$ cat src/hdl/rch_pkg.sv
// rch_pkg: shared types and constants for the rgb color histogram unit
// no dependencies; imported by the front end, the item queue and the back end
package rch_pkg;

    localparam int DEF_QUANT_STEP = 64;
    localparam int DEF_LEVELS     = 4;
    localparam int DEF_BIN_COUNT  = 64;
    localparam int DEF_COUNT_BITS = 32;

    // widest bin index the queue carries (largest supported bin count is 4096)
    localparam int BIN_IDX_MAX_W = 12;
    localparam int QUEUE_DEPTH   = 4;

    typedef enum logic [1:0] {
        OP_CLEAR = 2'd0,
        OP_ADD   = 2'd1,
        OP_READ  = 2'd2
    } op_t;

    typedef struct packed {
        op_t                      kind;
        logic [BIN_IDX_MAX_W-1:0] bin;
        logic                     in_range;
    } rch_item_t;

    typedef enum logic [1:0] {
        BK_INIT,
        BK_RUN,
        BK_CLEAR
    } back_state_t;

endpackage

$ cat src/hdl/rgb_color_histogram_unit.sv
// rgb_color_histogram_unit: top level of the quantized rgb color histogram
// depends on rch_pkg, rch_front, rch_queue and rch_back
//
//  channel | signals                                       | dir
//  --------+-----------------------------------------------+-----
//  in      | in_valid, in_ready, op, red, green, blue,     | in
//          | read_bin                                      |
//  out     | out_valid, out_ready, bin_number, bin_count,  | out
//          | pixel_total                                   |
//
// the back end takes a new add or read item before the last one is written back;
// forwarding covers back-to-back adds to one bin of the single-write-port bin memory
// a clear item sweeps the bin memory while the queue still fills
// after reset the same sweep runs with in_ready held low
// a read result waits in the output register; a stall there holds the pipeline
// only while a further read needs that register
module rgb_color_histogram_unit
    import rch_pkg::*;
#(
    parameter int QUANT_STEP = DEF_QUANT_STEP,
    parameter int LEVELS     = DEF_LEVELS,
    parameter int BIN_COUNT  = DEF_BIN_COUNT,
    parameter int COUNT_BITS = DEF_COUNT_BITS
) (
    input  logic        clk,
    input  logic        rst_n,
    input  logic        in_valid,
    output logic        in_ready,
    input  logic [1:0]  op,
    input  logic [7:0]  red,
    input  logic [7:0]  green,
    input  logic [7:0]  blue,
    input  logic [5:0]  read_bin,
    output logic        out_valid,
    input  logic        out_ready,
    output logic [5:0]  bin_number,
    output logic [31:0] bin_count,
    output logic [31:0] pixel_total
);

    logic      accept_en;
    logic      q_full;
    logic      q_push;
    rch_item_t q_item;
    logic      head_valid;
    rch_item_t head_item;
    logic      pop;

    rch_front #(
        .QUANT_STEP (QUANT_STEP),
        .LEVELS     (LEVELS),
        .BIN_COUNT  (BIN_COUNT)
    ) u_front (
        .in_valid  (in_valid),
        .in_ready  (in_ready),
        .op        (op),
        .red       (red),
        .green     (green),
        .blue      (blue),
        .read_bin  (read_bin),
        .accept_en (accept_en),
        .q_full    (q_full),
        .q_push    (q_push),
        .q_item    (q_item)
    );

    rch_queue u_queue (
        .clk        (clk),
        .rst_n      (rst_n),
        .push       (q_push),
        .push_item  (q_item),
        .pop        (pop),
        .head_valid (head_valid),
        .head_item  (head_item),
        .full       (q_full)
    );

    rch_back #(
        .BIN_COUNT  (BIN_COUNT),
        .COUNT_BITS (COUNT_BITS)
    ) u_back (
        .clk         (clk),
        .rst_n       (rst_n),
        .head_valid  (head_valid),
        .head_item   (head_item),
        .pop         (pop),
        .accept_en   (accept_en),
        .out_valid   (out_valid),
        .out_ready   (out_ready),
        .bin_number  (bin_number),
        .bin_count   (bin_count),
        .pixel_total (pixel_total)
    );

endmodule

$ cat src/hdl/rch_front.sv
// rch_front: accepts input transfers and turns each clear, add or read into a queue item
// depends on rch_pkg; feeds rch_queue
module rch_front
    import rch_pkg::*;
#(
    parameter int QUANT_STEP = DEF_QUANT_STEP,
    parameter int LEVELS     = DEF_LEVELS,
    parameter int BIN_COUNT  = DEF_BIN_COUNT
) (
    input  logic       in_valid,
    output logic       in_ready,
    input  logic [1:0] op,
    input  logic [7:0] red,
    input  logic [7:0] green,
    input  logic [7:0] blue,
    input  logic [5:0] read_bin,
    input  logic       accept_en,
    input  logic       q_full,
    output logic       q_push,
    output rch_item_t  q_item
);

    // quotient by the step is a multiply by the rounded-up reciprocal and a shift,
    // exact for any step up to 256 on 8-bit channels
    localparam int QR_SHIFT = 16;
    localparam int QRECIP   = ((1 << QR_SHIFT) + QUANT_STEP - 1) / QUANT_STEP;
    localparam int IDX_W    = 25;

    logic [IDX_W-1:0] q_red;
    logic [IDX_W-1:0] q_green;
    logic [IDX_W-1:0] q_blue;
    logic [IDX_W-1:0] pix_idx;
    logic             accepted;

    assign in_ready = accept_en && !q_full;
    assign accepted = in_valid && in_ready;

    assign q_red   = (IDX_W'(red) * IDX_W'(QRECIP)) >> QR_SHIFT;
    assign q_green = (IDX_W'(green) * IDX_W'(QRECIP)) >> QR_SHIFT;
    assign q_blue  = (IDX_W'(blue) * IDX_W'(QRECIP)) >> QR_SHIFT;
    assign pix_idx = q_red * IDX_W'(LEVELS * LEVELS) + q_green * IDX_W'(LEVELS) + q_blue;

    always_comb
    begin
        q_push        = 1'b0;
        q_item.kind   = OP_CLEAR;
        q_item.bin    = '0;
        q_item.in_range = 1'b0;
        unique case (op)
            OP_CLEAR:
            begin
                q_push = accepted;
            end
            OP_ADD:
            begin
                q_push          = accepted;
                q_item.kind     = OP_ADD;
                q_item.bin      = BIN_IDX_MAX_W'(pix_idx);
                q_item.in_range = pix_idx < IDX_W'(BIN_COUNT);
            end
            OP_READ:
            begin
                q_push          = accepted;
                q_item.kind     = OP_READ;
                q_item.bin      = BIN_IDX_MAX_W'(read_bin);
                q_item.in_range = 32'(read_bin) < 32'(BIN_COUNT);
            end
            // unused op code is taken and dropped
            default:
            begin
                q_push = 1'b0;
            end
        endcase
    end

endmodule

$ cat src/hdl/rch_queue.sv
// rch_queue: short item queue between front end and back end
// depends on rch_pkg
module rch_queue
    import rch_pkg::*;
(
    input  logic      clk,
    input  logic      rst_n,
    input  logic      push,
    input  rch_item_t push_item,
    input  logic      pop,
    output logic      head_valid,
    output rch_item_t head_item,
    output logic      full
);

    localparam int PTR_W = $clog2(QUEUE_DEPTH);
    localparam int CNT_W = $clog2(QUEUE_DEPTH + 1);

    rch_item_t        slot_reg [QUEUE_DEPTH];
    logic [PTR_W-1:0] wr_ptr_reg;
    logic [PTR_W-1:0] wr_ptr_next;
    logic [PTR_W-1:0] rd_ptr_reg;
    logic [PTR_W-1:0] rd_ptr_next;
    logic [CNT_W-1:0] count_reg;
    logic [CNT_W-1:0] count_next;

    assign head_valid = count_reg != '0;
    assign full       = count_reg == CNT_W'(QUEUE_DEPTH);
    assign head_item  = slot_reg[rd_ptr_reg];

    always_comb
    begin
        wr_ptr_next = push ? wr_ptr_reg + 1'b1 : wr_ptr_reg;
        rd_ptr_next = pop ? rd_ptr_reg + 1'b1 : rd_ptr_reg;
        count_next  = count_reg;
        if (push && !pop)
        begin
            count_next = count_reg + 1'b1;
        end
        else if (pop && !push)
        begin
            count_next = count_reg - 1'b1;
        end
    end

    always_ff @(posedge clk or negedge rst_n)
    begin
        if (!rst_n)
        begin
            wr_ptr_reg <= '0;
            rd_ptr_reg <= '0;
            count_reg  <= '0;
        end
        else
        begin
            wr_ptr_reg <= wr_ptr_next;
            rd_ptr_reg <= rd_ptr_next;
            count_reg  <= count_next;
        end
    end

    always_ff @(posedge clk)
    begin
        if (push)
        begin
            slot_reg[wr_ptr_reg] <= push_item;
        end
    end

endmodule

$ cat src/hdl/rch_back.sv
// rch_back: bin memory, read-modify-write pipeline, pixel total and result register
// depends on rch_pkg; drains rch_queue
module rch_back
    import rch_pkg::*;
#(
    parameter int BIN_COUNT  = DEF_BIN_COUNT,
    parameter int COUNT_BITS = DEF_COUNT_BITS
) (
    input  logic        clk,
    input  logic        rst_n,
    input  logic        head_valid,
    input  rch_item_t   head_item,
    output logic        pop,
    output logic        accept_en,
    output logic        out_valid,
    input  logic        out_ready,
    output logic [5:0]  bin_number,
    output logic [31:0] bin_count,
    output logic [31:0] pixel_total
);

    localparam int BIN_W = (BIN_COUNT > 1) ? $clog2(BIN_COUNT) : 1;

    function automatic logic [31:0] clip32(input logic [63:0] v);
        return (v > 64'h0000_0000_FFFF_FFFF) ? 32'hFFFF_FFFF : v[31:0];
    endfunction

    logic [COUNT_BITS-1:0] mem [BIN_COUNT];

    back_state_t           state_reg;
    back_state_t           state_next;
    logic [BIN_W-1:0]      sweep_reg;
    logic [BIN_W-1:0]      sweep_next;
    logic                  s2_valid_reg;
    logic                  s2_valid_next;
    rch_item_t             s2_item_reg;
    logic [COUNT_BITS-1:0] rd_data_reg;
    logic                  lw_valid_reg;
    logic                  lw_valid_next;
    logic [BIN_W-1:0]      lw_bin_reg;
    logic [COUNT_BITS-1:0] lw_val_reg;
    logic [COUNT_BITS-1:0] total_reg;
    logic [COUNT_BITS-1:0] total_next;
    logic                  out_valid_reg;
    logic                  out_valid_next;
    logic [5:0]            bin_number_reg;
    logic [31:0]           bin_count_reg;
    logic [31:0]           pixel_total_reg;

    logic                  sweeping;
    logic                  s2_go;
    logic                  s2_write;
    logic [BIN_W-1:0]      s2_bin;
    logic [BIN_W-1:0]      head_bin;
    logic [COUNT_BITS-1:0] s2_data;
    logic [COUNT_BITS-1:0] s2_inc;
    logic [COUNT_BITS-1:0] total_inc;
    logic                  adv;
    logic                  head_is_clear;

    assign accept_en   = state_reg != BK_INIT;
    assign sweeping    = state_reg == BK_INIT || state_reg == BK_CLEAR;
    assign out_valid   = out_valid_reg;
    assign bin_number  = bin_number_reg;
    assign bin_count   = bin_count_reg;
    assign pixel_total = pixel_total_reg;

    assign s2_bin   = s2_item_reg.bin[BIN_W-1:0];
    assign head_bin = head_item.bin[BIN_W-1:0];
    // the write issued at the same edge as this item's read is not in rd_data_reg
    assign s2_data  = (lw_valid_reg && lw_bin_reg == s2_bin) ? lw_val_reg : rd_data_reg;
    assign s2_inc   = (&s2_data) ? s2_data : s2_data + 1'b1;
    assign total_inc = (&total_reg) ? total_reg : total_reg + 1'b1;

    assign s2_go = s2_valid_reg
                && (s2_item_reg.kind != OP_READ || !out_valid_reg || out_ready);
    assign s2_write = s2_go && s2_item_reg.kind == OP_ADD && s2_item_reg.in_range;
    assign head_is_clear = head_item.kind == OP_CLEAR;
    assign adv = state_reg == BK_RUN && head_valid && (!s2_valid_reg || s2_go);
    assign pop = adv;

    always_comb
    begin
        state_next     = state_reg;
        sweep_next     = sweep_reg;
        s2_valid_next  = s2_valid_reg;
        lw_valid_next  = lw_valid_reg;
        total_next     = total_reg;
        out_valid_next = out_valid_reg;

        unique case (state_reg)
            BK_INIT, BK_CLEAR:
            begin
                lw_valid_next = 1'b0;
                if (sweep_reg == BIN_W'(BIN_COUNT - 1))
                begin
                    sweep_next = '0;
                    state_next = BK_RUN;
                end
                else
                begin
                    sweep_next = sweep_reg + 1'b1;
                end
            end
            BK_RUN:
            begin
                if (s2_write)
                begin
                    lw_valid_next = 1'b1;
                end
                if (s2_go && s2_item_reg.kind == OP_ADD)
                begin
                    total_next = total_inc;
                end
                if (s2_go)
                begin
                    s2_valid_next = 1'b0;
                end
                if (adv)
                begin
                    if (head_is_clear)
                    begin
                        state_next    = BK_CLEAR;
                        total_next    = '0;
                        s2_valid_next = 1'b0;
                    end
                    else
                    begin
                        s2_valid_next = 1'b1;
                    end
                end
            end
            default:
            begin
                state_next = BK_INIT;
            end
        endcase

        if (s2_go && s2_item_reg.kind == OP_READ)
        begin
            out_valid_next = 1'b1;
        end
        else if (out_ready)
        begin
            out_valid_next = 1'b0;
        end
    end

    always_ff @(posedge clk or negedge rst_n)
    begin
        if (!rst_n)
        begin
            state_reg     <= BK_INIT;
            sweep_reg     <= '0;
            s2_valid_reg  <= 1'b0;
            lw_valid_reg  <= 1'b0;
            total_reg     <= '0;
            out_valid_reg <= 1'b0;
        end
        else
        begin
            state_reg     <= state_next;
            sweep_reg     <= sweep_next;
            s2_valid_reg  <= s2_valid_next;
            lw_valid_reg  <= lw_valid_next;
            total_reg     <= total_next;
            out_valid_reg <= out_valid_next;
        end
    end

    // bin memory: one write port, one registered read port
    always_ff @(posedge clk)
    begin
        if (sweeping)
        begin
            mem[sweep_reg] <= '0;
        end
        else if (s2_write)
        begin
            mem[s2_bin] <= s2_inc;
        end
        if (adv)
        begin
            rd_data_reg <= mem[head_bin];
            s2_item_reg <= head_item;
        end
    end

    always_ff @(posedge clk)
    begin
        if (s2_write)
        begin
            lw_bin_reg <= s2_bin;
            lw_val_reg <= s2_inc;
        end
        if (s2_go && s2_item_reg.kind == OP_READ)
        begin
            bin_number_reg  <= s2_item_reg.bin[5:0];
            bin_count_reg   <= s2_item_reg.in_range ? clip32(64'(s2_data)) : 32'd0;
            pixel_total_reg <= clip32(64'(total_reg));
        end
    end

endmodule
$ cat config.mk
export PLATFORM = sky130hd
export DESIGN_NAME = rgb_color_histogram_unit
export DESIGN_NICKNAME = d
export VERILOG_FILES = /design/src/hdl/rch_pkg.sv /design/src/hdl/rgb_color_histogram_unit.sv /design/src/hdl/rch_front.sv /design/src/hdl/rch_queue.sv /design/src/hdl/rch_back.sv
export SDC_FILE = /design/constraint.sdc
export NUM_CORES = 2
export LEC_CHECK = 0
export BUFFER_PORTS_ARGS = -buffer_cell sky130_fd_sc_hd__buf_2
export CELL_PAD_IN_SITES_DETAIL_PLACEMENT = 0
export CELL_PAD_IN_SITES_GLOBAL_PLACEMENT = 2
export CORE_MARGIN = 8
export CORE_UTILIZATION = 25
export CTS_BUF_LIST = sky130_fd_sc_hd__clkbuf_4 sky130_fd_sc_hd__clkbuf_8
export DETAILED_ROUTE_END_ITERATION = 7
export GPL_TIMING_DRIVEN = 0
export PLACE_DENSITY = 0.42
export SLEW_MARGIN = 20
export SYNTH_ARGS = -nofsm -noshare
export SYNTH_HDL_FRONTEND = slang
export SYNTH_SLANG_ARGS = --single-unit
export TNS_END_PERCENT = 30
$ cat constraint.sdc
create_clock -name clk -period 8.26 [get_ports clk]
set_input_delay 0.826 -clock clk [delete_from_list [all_inputs] [get_ports clk]]
set_output_delay 0.826 -clock clk [all_outputs]
set_load 0.01 [all_outputs]
# After elaboration in Yosys (flattened, before gate mapping)
# Memories as Yosys holds them, arrays and structs flattened. A register that Yosys moved wholly into a read port is not among the register bits.
# Index checks and enable logic that the tools add are counted.
totals:
  wordCells: 112
  input_bits: 36
  output_inout_bits: 72
  memories: 2
  register_bits: 167
  mem_bits_rw: 2108
memory_table:
  columns: ["memory", "depth", "word_bits", "read_ports", "rd_clocked_by_memory_dff", "write_ports", "line_no", "text"]
  rows:
  - ["u_back.mem", 64, 32, 1, 1, 1, "rch_back.sv:28", "logic [COUNT_BITS-1:0] mem [BIN_COUNT];"]
  - ["u_queue.slot_reg", 4, 15, 1, 0, 1, "rch_queue.sv:19", "rch_item_t slot_reg [QUEUE_DEPTH];"]
op_classes:
  mux: 32
  order_cmp: 1
  eq_ne: 14
  n_reduce_logical: 37
  add_sub_neg: 9
op_table:
  columns: ["operator", "count"]
  rows:
  - ["$mux W32", 7]
  - ["$add A32 B1 Y32 const B", 2]
  - ["$reduce_and A32 Y1", 2]
  - ["$reduce_or A32 Y1", 1]
  - ["$pmux W15 S2", 1]
  - ["$add A25 B2 Y25", 1]
  - ["$lt A25 B7 Y1 const B", 1]
  - ["$mux W1", 15]
  - ["$mux W6", 2]
  - ["$logic_and A1 B1 Y1", 11]
  - ["$reduce_bool A2 Y1", 5]
  - ["$add A6 B4 Y7", 1]
  - ["$add A6 B1 Y6 const B", 1]
  - ["$eq A2 B1 Y1 const B", 3]
  - ["$eq A2 B2 Y1 const B", 3]
  - ["$eq A6 B6 Y1", 1]
  - ["$eq A6 B6 Y1 const B", 1]
  - ["$logic_not A2 Y1", 3]
  - ["$mux W2", 3]
  - ["$mux W3", 2]
  - ["$ne A2 B1 Y1 const B", 3]
  - ["$logic_not A1 Y1", 5]
  - ["$add A2 B1 Y2 const B", 2]
  - ["$logic_or A1 B1 Y1", 4]
  - ["11 further kinds", 13]

# Depth between registers and ports, before layout
depth:
  depth_word: 11
  depth_mapped: 18
  depth_no_buf: 12

# Modules after synthesis
# From an unflattened synthesis, not the netlist that was laid out.
unflattened:
  cells_unflattened: 3910
  hier_area_um2: 89739.8
by_module_without_submodules:
  columns: ["mod", "seq_area_each_um2", "area_each_um2", "instances", "cells_per_inst"]
  rows:
  - ["rch_back", 67049.3, 86928.4, 1, 3768]
  - ["rch_queue", 1976.9, 2598.7, 1, 113]
  - ["rch_front", 0.0, 212.7, 1, 29]

# Worst setup path before layout
# Ideal clock, no wire load.
synth_timing:
  path_type: "reg-to-reg"
  startpoint: "register u_back.s2_item_reg (netlist bit u_back.s2_bin[1])"
  endpoint: "memory u_back.mem[0][27] (netlist bit) (data pin)"
  arrival_ns: 6.075
  required_time_ns: 7.579
  path_slack_ns: 1.504
  stages_incl_launch_ff: 18
  period_less_slack_ns: 6.756
  path_cell_list: "edfxtp_1 > xor2_1 > or3_1 > buf_2 > clkbuf_1 > nor2_2 > buf_2 > buf_2 > nand2_1 > nand2_1 > ha_1 > nand3_1 > a2111o_1 > nand2_1 > and3_1 > clkbuf_1 > nor3_1 > nor3_1"
synth_via:
  elab_chain_len: 6
  elab_cells_between_ends: 7
  cone_classes: "1 x add/sub; 1 x eq/ne; 3 x mux; 2 x reduce/logical"
synth_lines:
  columns: ["element", "line_no", "text"]
  rows:
  - ["start: declaration", "rch_back.sv:36", "rch_item_t s2_item_reg;"]
  - ["start signal: assignment", "rch_back.sv:185", "s2_item_reg <= head_item;"]
  - ["$eq A6 B6 Y1 *", "rch_back.sv:71", "assign s2_data = (lw_valid_reg && lw_bin_reg == s2_bin) ? lw_val_reg : rd_data_reg;"]
  - ["$logic_and A1 B1 Y1 *", "rch_back.sv:71", null]
  - ["$mux W32 *", "rch_back.sv:71", null]
  - ["via u_back.s2_data[1]", "rch_back.sv:55", "logic [COUNT_BITS-1:0] s2_data;"]
  - ["$add A32 B1 Y32 / $reduce_and A32 Y1 (equally long branches)", "rch_back.sv:72", "assign s2_inc = (&s2_data) ? s2_data : s2_data + 1'b1;"]
  - ["$mux W32 *", "rch_back.sv:72", null]
  - ["$mux W32 (no source line) *", null, null]
  - ["end: declaration", "rch_back.sv:28", null]
# Mark *: on every way through the listed nets, which the timed path passes. The rest lies on a longest branch.

# Final worst setup path
layout_timing:
  startpoint: "register u_back.s2_item_reg (netlist bit u_back.s2_bin[5])"
  endpoint: "memory u_back.mem[16][30] (netlist bit) (data pin)"
# The elaborated chain is that of the path after synthesis.

==> impl_results.md <==
- Crit. End Element: flip-flop
- Hold_ws: about 0.25 ns
- FMAX: 133.2 MHz
- Tmin final: about 7.5 ns
- TritonCTS clock tree: built
- Post-synth cell types: 70
- Post-route DRC: 0
- Nets: approximately 5,000
- Rows: 219
- Total GRT Usage: about 16%
- CTS Buffer Depth: 4
- Xor-xnor portion of the synthesized cell area: 0.6509%
- EDFF count, synth: roughly 2,200
- Worst vdd ir: ~160 µV
- Worst path cell trace: xor2_1 > or3_1 > buf_2 > clkbuf_1 > nor2_2 > buf_2 > buf_2 > nand2_1 > nand2_1 > ha_1 > nand3_1 > a2111o_1 > a222oi_1 > or4b_1 > nor3_2 > mux2i_4 > buf_16 > buf_16 > buf_8
- Synth async-reset ratio: under 10%
- Largest net degree at the start of global routing: 65
- # Post-CTS Setup Buffers: 0
- Worst Path Buf+Inv: 7
- Design Area, Final: 108,500 µm²
- Crit path kind: flip-flop to flip-flop
- DR vias: between 40,000 and 50,000
- Fin. max-slew vios: 0
- Status: finished, final reports clean
- RSZ-0062 raised after global routing: no
- Critical Path Start: u_back.s2_bin[5]$_DFFE_PN_
- Placed cell count: between 9,000 and 10,000
- Multiplexer share of the synthesized area: about 16%
- Top cell by count, worst path: buf_2
- Cts bufs inserted: 417
- Clock Sinks: around 2,300
- Crit path max-delay cell type: nor2_2
- Commonest non-fill, non-tap cell in the layout: edfxtp_1
- Grt ovf: 0
- First drt pass iteration count: 5
- Layout area overhead: 22.22%
- DP HPWL: about 220,000 µm
- Die Y: 612.0 µm
- Synthesized flop and latch total: roughly 2,300
- Post-Syn Area: 88,810 µm²
- Synth warnings: 0
- Register clock-pin slew on the reported worst setup and hold paths: about 0.060 ns
- Cell area after placement: about 100,000 µm²
- Final GP Congestion: 0.7808
- Core area: 354,800 µm²
- Seq/Total Area, Yosys: 76.91%
- Crit Reg-Reg Startpoint: u_back.s2_bin[5]$_DFFE_PN_
- Cts repair resizes: 0
- Final Skew: around 0.081 ns
- First-pass GRT wire length: around 420,000 µm
- Die W: just over 600 µm
- Final period util: just over 90%
- Delay of the slowest cell on the worst path: between 0.6 and 0.7 ns
- I/O pins: between 100 and 150
- Final setup vio count: 0
- Primary FF master, synth: edfxtp_1
- CP Max Fanout: 20
- Pwr/cell area: 332.6 nW/µm²
- Starting Density: between 20% and 30%
- Detailed Route WL: between 300,000 and 400,000 µm
- End-of-flow core utilization: 30.59%
- Routed WL per cell: between 30 and 40 µm
- Post-Synth Simple-Gate Area: under 10%
- Total die area: roughly 370,000 µm²
- Crit path launch type: flip-flop
- Max cap viols: 0
- # port buffers: slightly below 90
- Vias in the first global route: 47,360
- Clk Latency, worst-skew pair: approximately 1.1 ns
- Root Buffer: clkbuf_8
- Total negative setup slack: 0 ns
- Max FFs per register: around 2,000
- Htree depth: 5
- Syn Nets: between 4,000 and 5,000
- Hold_buf cts: 4
- Initial antenna violation count: 44
- Tightest Hold Check Type: input port to flip-flop
- Final hold viol count: 0
- Compound-Gate Fraction of Synth Area: under 10%
- Largest family of logic cells by synthesized area: multiplexers
- Hold path start: op[1]
- Non-filler cells, final: between 10,000 and 15,000
- Layout cell share with drive strength beyond 1: roughly a third
- Lkg Pwr: between 30 and 40 nW
- Worst R2R Setup Slack: 0.75 ns
- Adder-cell share of the synthesized area: less than 1%
- Rel. slew slack: between 10% and 20%
- Worst-Margin Slew: 1.267 ns
- Most frequent cells in the layout: edfxtp_1, mux4_2, clkbuf_8, mux2i_1, clkbuf_4
- DRT iter0 DRCs: about 4,100
- Arr. time, crit path: around 8.4 ns
- Vias/cell: 4.520
- CP required: roughly 9 ns
- Post-Synthesis Cells: between 4,000 and 5,000
- Synthesized area per cell: around 21 µm²
- Final ANT Viol Nets: 0
- Largest delay share family, worst path: simple AND/OR/NAND/NOR gates
synthesized netlist by cell type (all sizes together), types with 16 or more instances:
master  number  area, µm²
and2        39      244.0
inv         18      67.56
o21ai       41      205.2
mux4       509      11460
a211oi      28      210.2
buf        114      495.5
edfxtp    2233      67050
nand2      118      442.9
nor2b       50      312.8
a31oi       16      100.1
nor3        26      135.1
and3        20      125.1
a21oi       23      115.1
a22oi       26      195.2
dfrtp       50       1251
o22ai      105      656.9
or4         27      206.5
clkbuf      98      367.9
nand4       22      137.6
mux2i      248       2482
nand3       56      280.3
nor2       147      554.3
xor2        37      324.1
xnor2       29      254.0
kinds of logic after synthesis:
logic type               after synthesis
flip-flops                          2283
XOR/XNOR                              66
AND/OR/NAND/NOR                      548
multiplexers                         765
buffers and inverters                230
adder cells (fa/ha/maj)               14
AO/OA/AOI/OAI                        300
worst register-to-register path, cell delays in order, from the launching register on:
cell and delay (ns):
edfxtp_1 0.62, xor2_1 0.26, or3_1 0.49, buf_2 0.24, clkbuf_1 0.37, nor2_2 0.65, buf_2 0.48, buf_2 0.44
nand2_1 0.10, nand2_1 0.11, ha_1 0.23, nand3_1 0.18, a2111o_1 0.49, a222oi_1 0.58, or4b_1 0.58, nor3_2 0.37
mux2i_4 0.54, buf_16 0.21, buf_16 0.18, buf_8 0.18
metal layers:
metal / vias up / share of wire, % / wire length (µm) / track usage (%)
li1: 19180 / - / - / -
met1: 24450 / 45 / 138200 / 21.92
met2: 1291 / 47 / 145900 / 25.82
met3: 426 / 5.2 / 16140 / 3.166
met4: 8 / 2.6 / 7933 / 4.931
met5: - / 0.018 / 54 / 0
report_power, final:
part	switching, mW	internal (mW)	total, mW
Clock	4.87	5.79	10.7
Combinational	7.44	3.87	11.3
Sequential	0.354	13.8	14.1
cell type report:
cell class / count / area, µm²
fillers: 34310 / 246300
multi-input cells: 1693 / 20380
clock inverters: 145 / 1013
plain buffers: 212 / 905.9
inverters: 18 / 67.56
diodes: 49 / 122.6
well taps: 4751 / 5944
repair buffers: 300 / 4762
clock buffers: 583 / 7042
flip-flops and latches: 2283 / 68310
worst paths after layout:
path	endpoint	cells after the start
max in group asynchronous	u_queue.count_reg[1]$_DFFE_PN0P_	4
worst max register to register	u_back.mem[16][30]$_DFFE_PP_	19
worst min register to register	u_back.pixel_total[9]$_DFFE_PP_	0
worst max-delay path	u_back.mem[16][30]$_DFFE_PP_	19
worst min-delay path	u_queue.slot_reg[0][14]$_DFFE_PP_	2
min in group asynchronous	u_back.s2_valid_reg$_DFFE_PN0P_	3
metrics by stage:
step	setup slack [ns]	power, mW
floorplan	1.504	20.22
global placement	-7.525	25.59
detailed placement	0.7918	26.01
CTS	0.7248	36.88
global route	0.4206	37.66
finish	0.7540	36.11
Note: power is estimated with default switching activity, not from simulation.
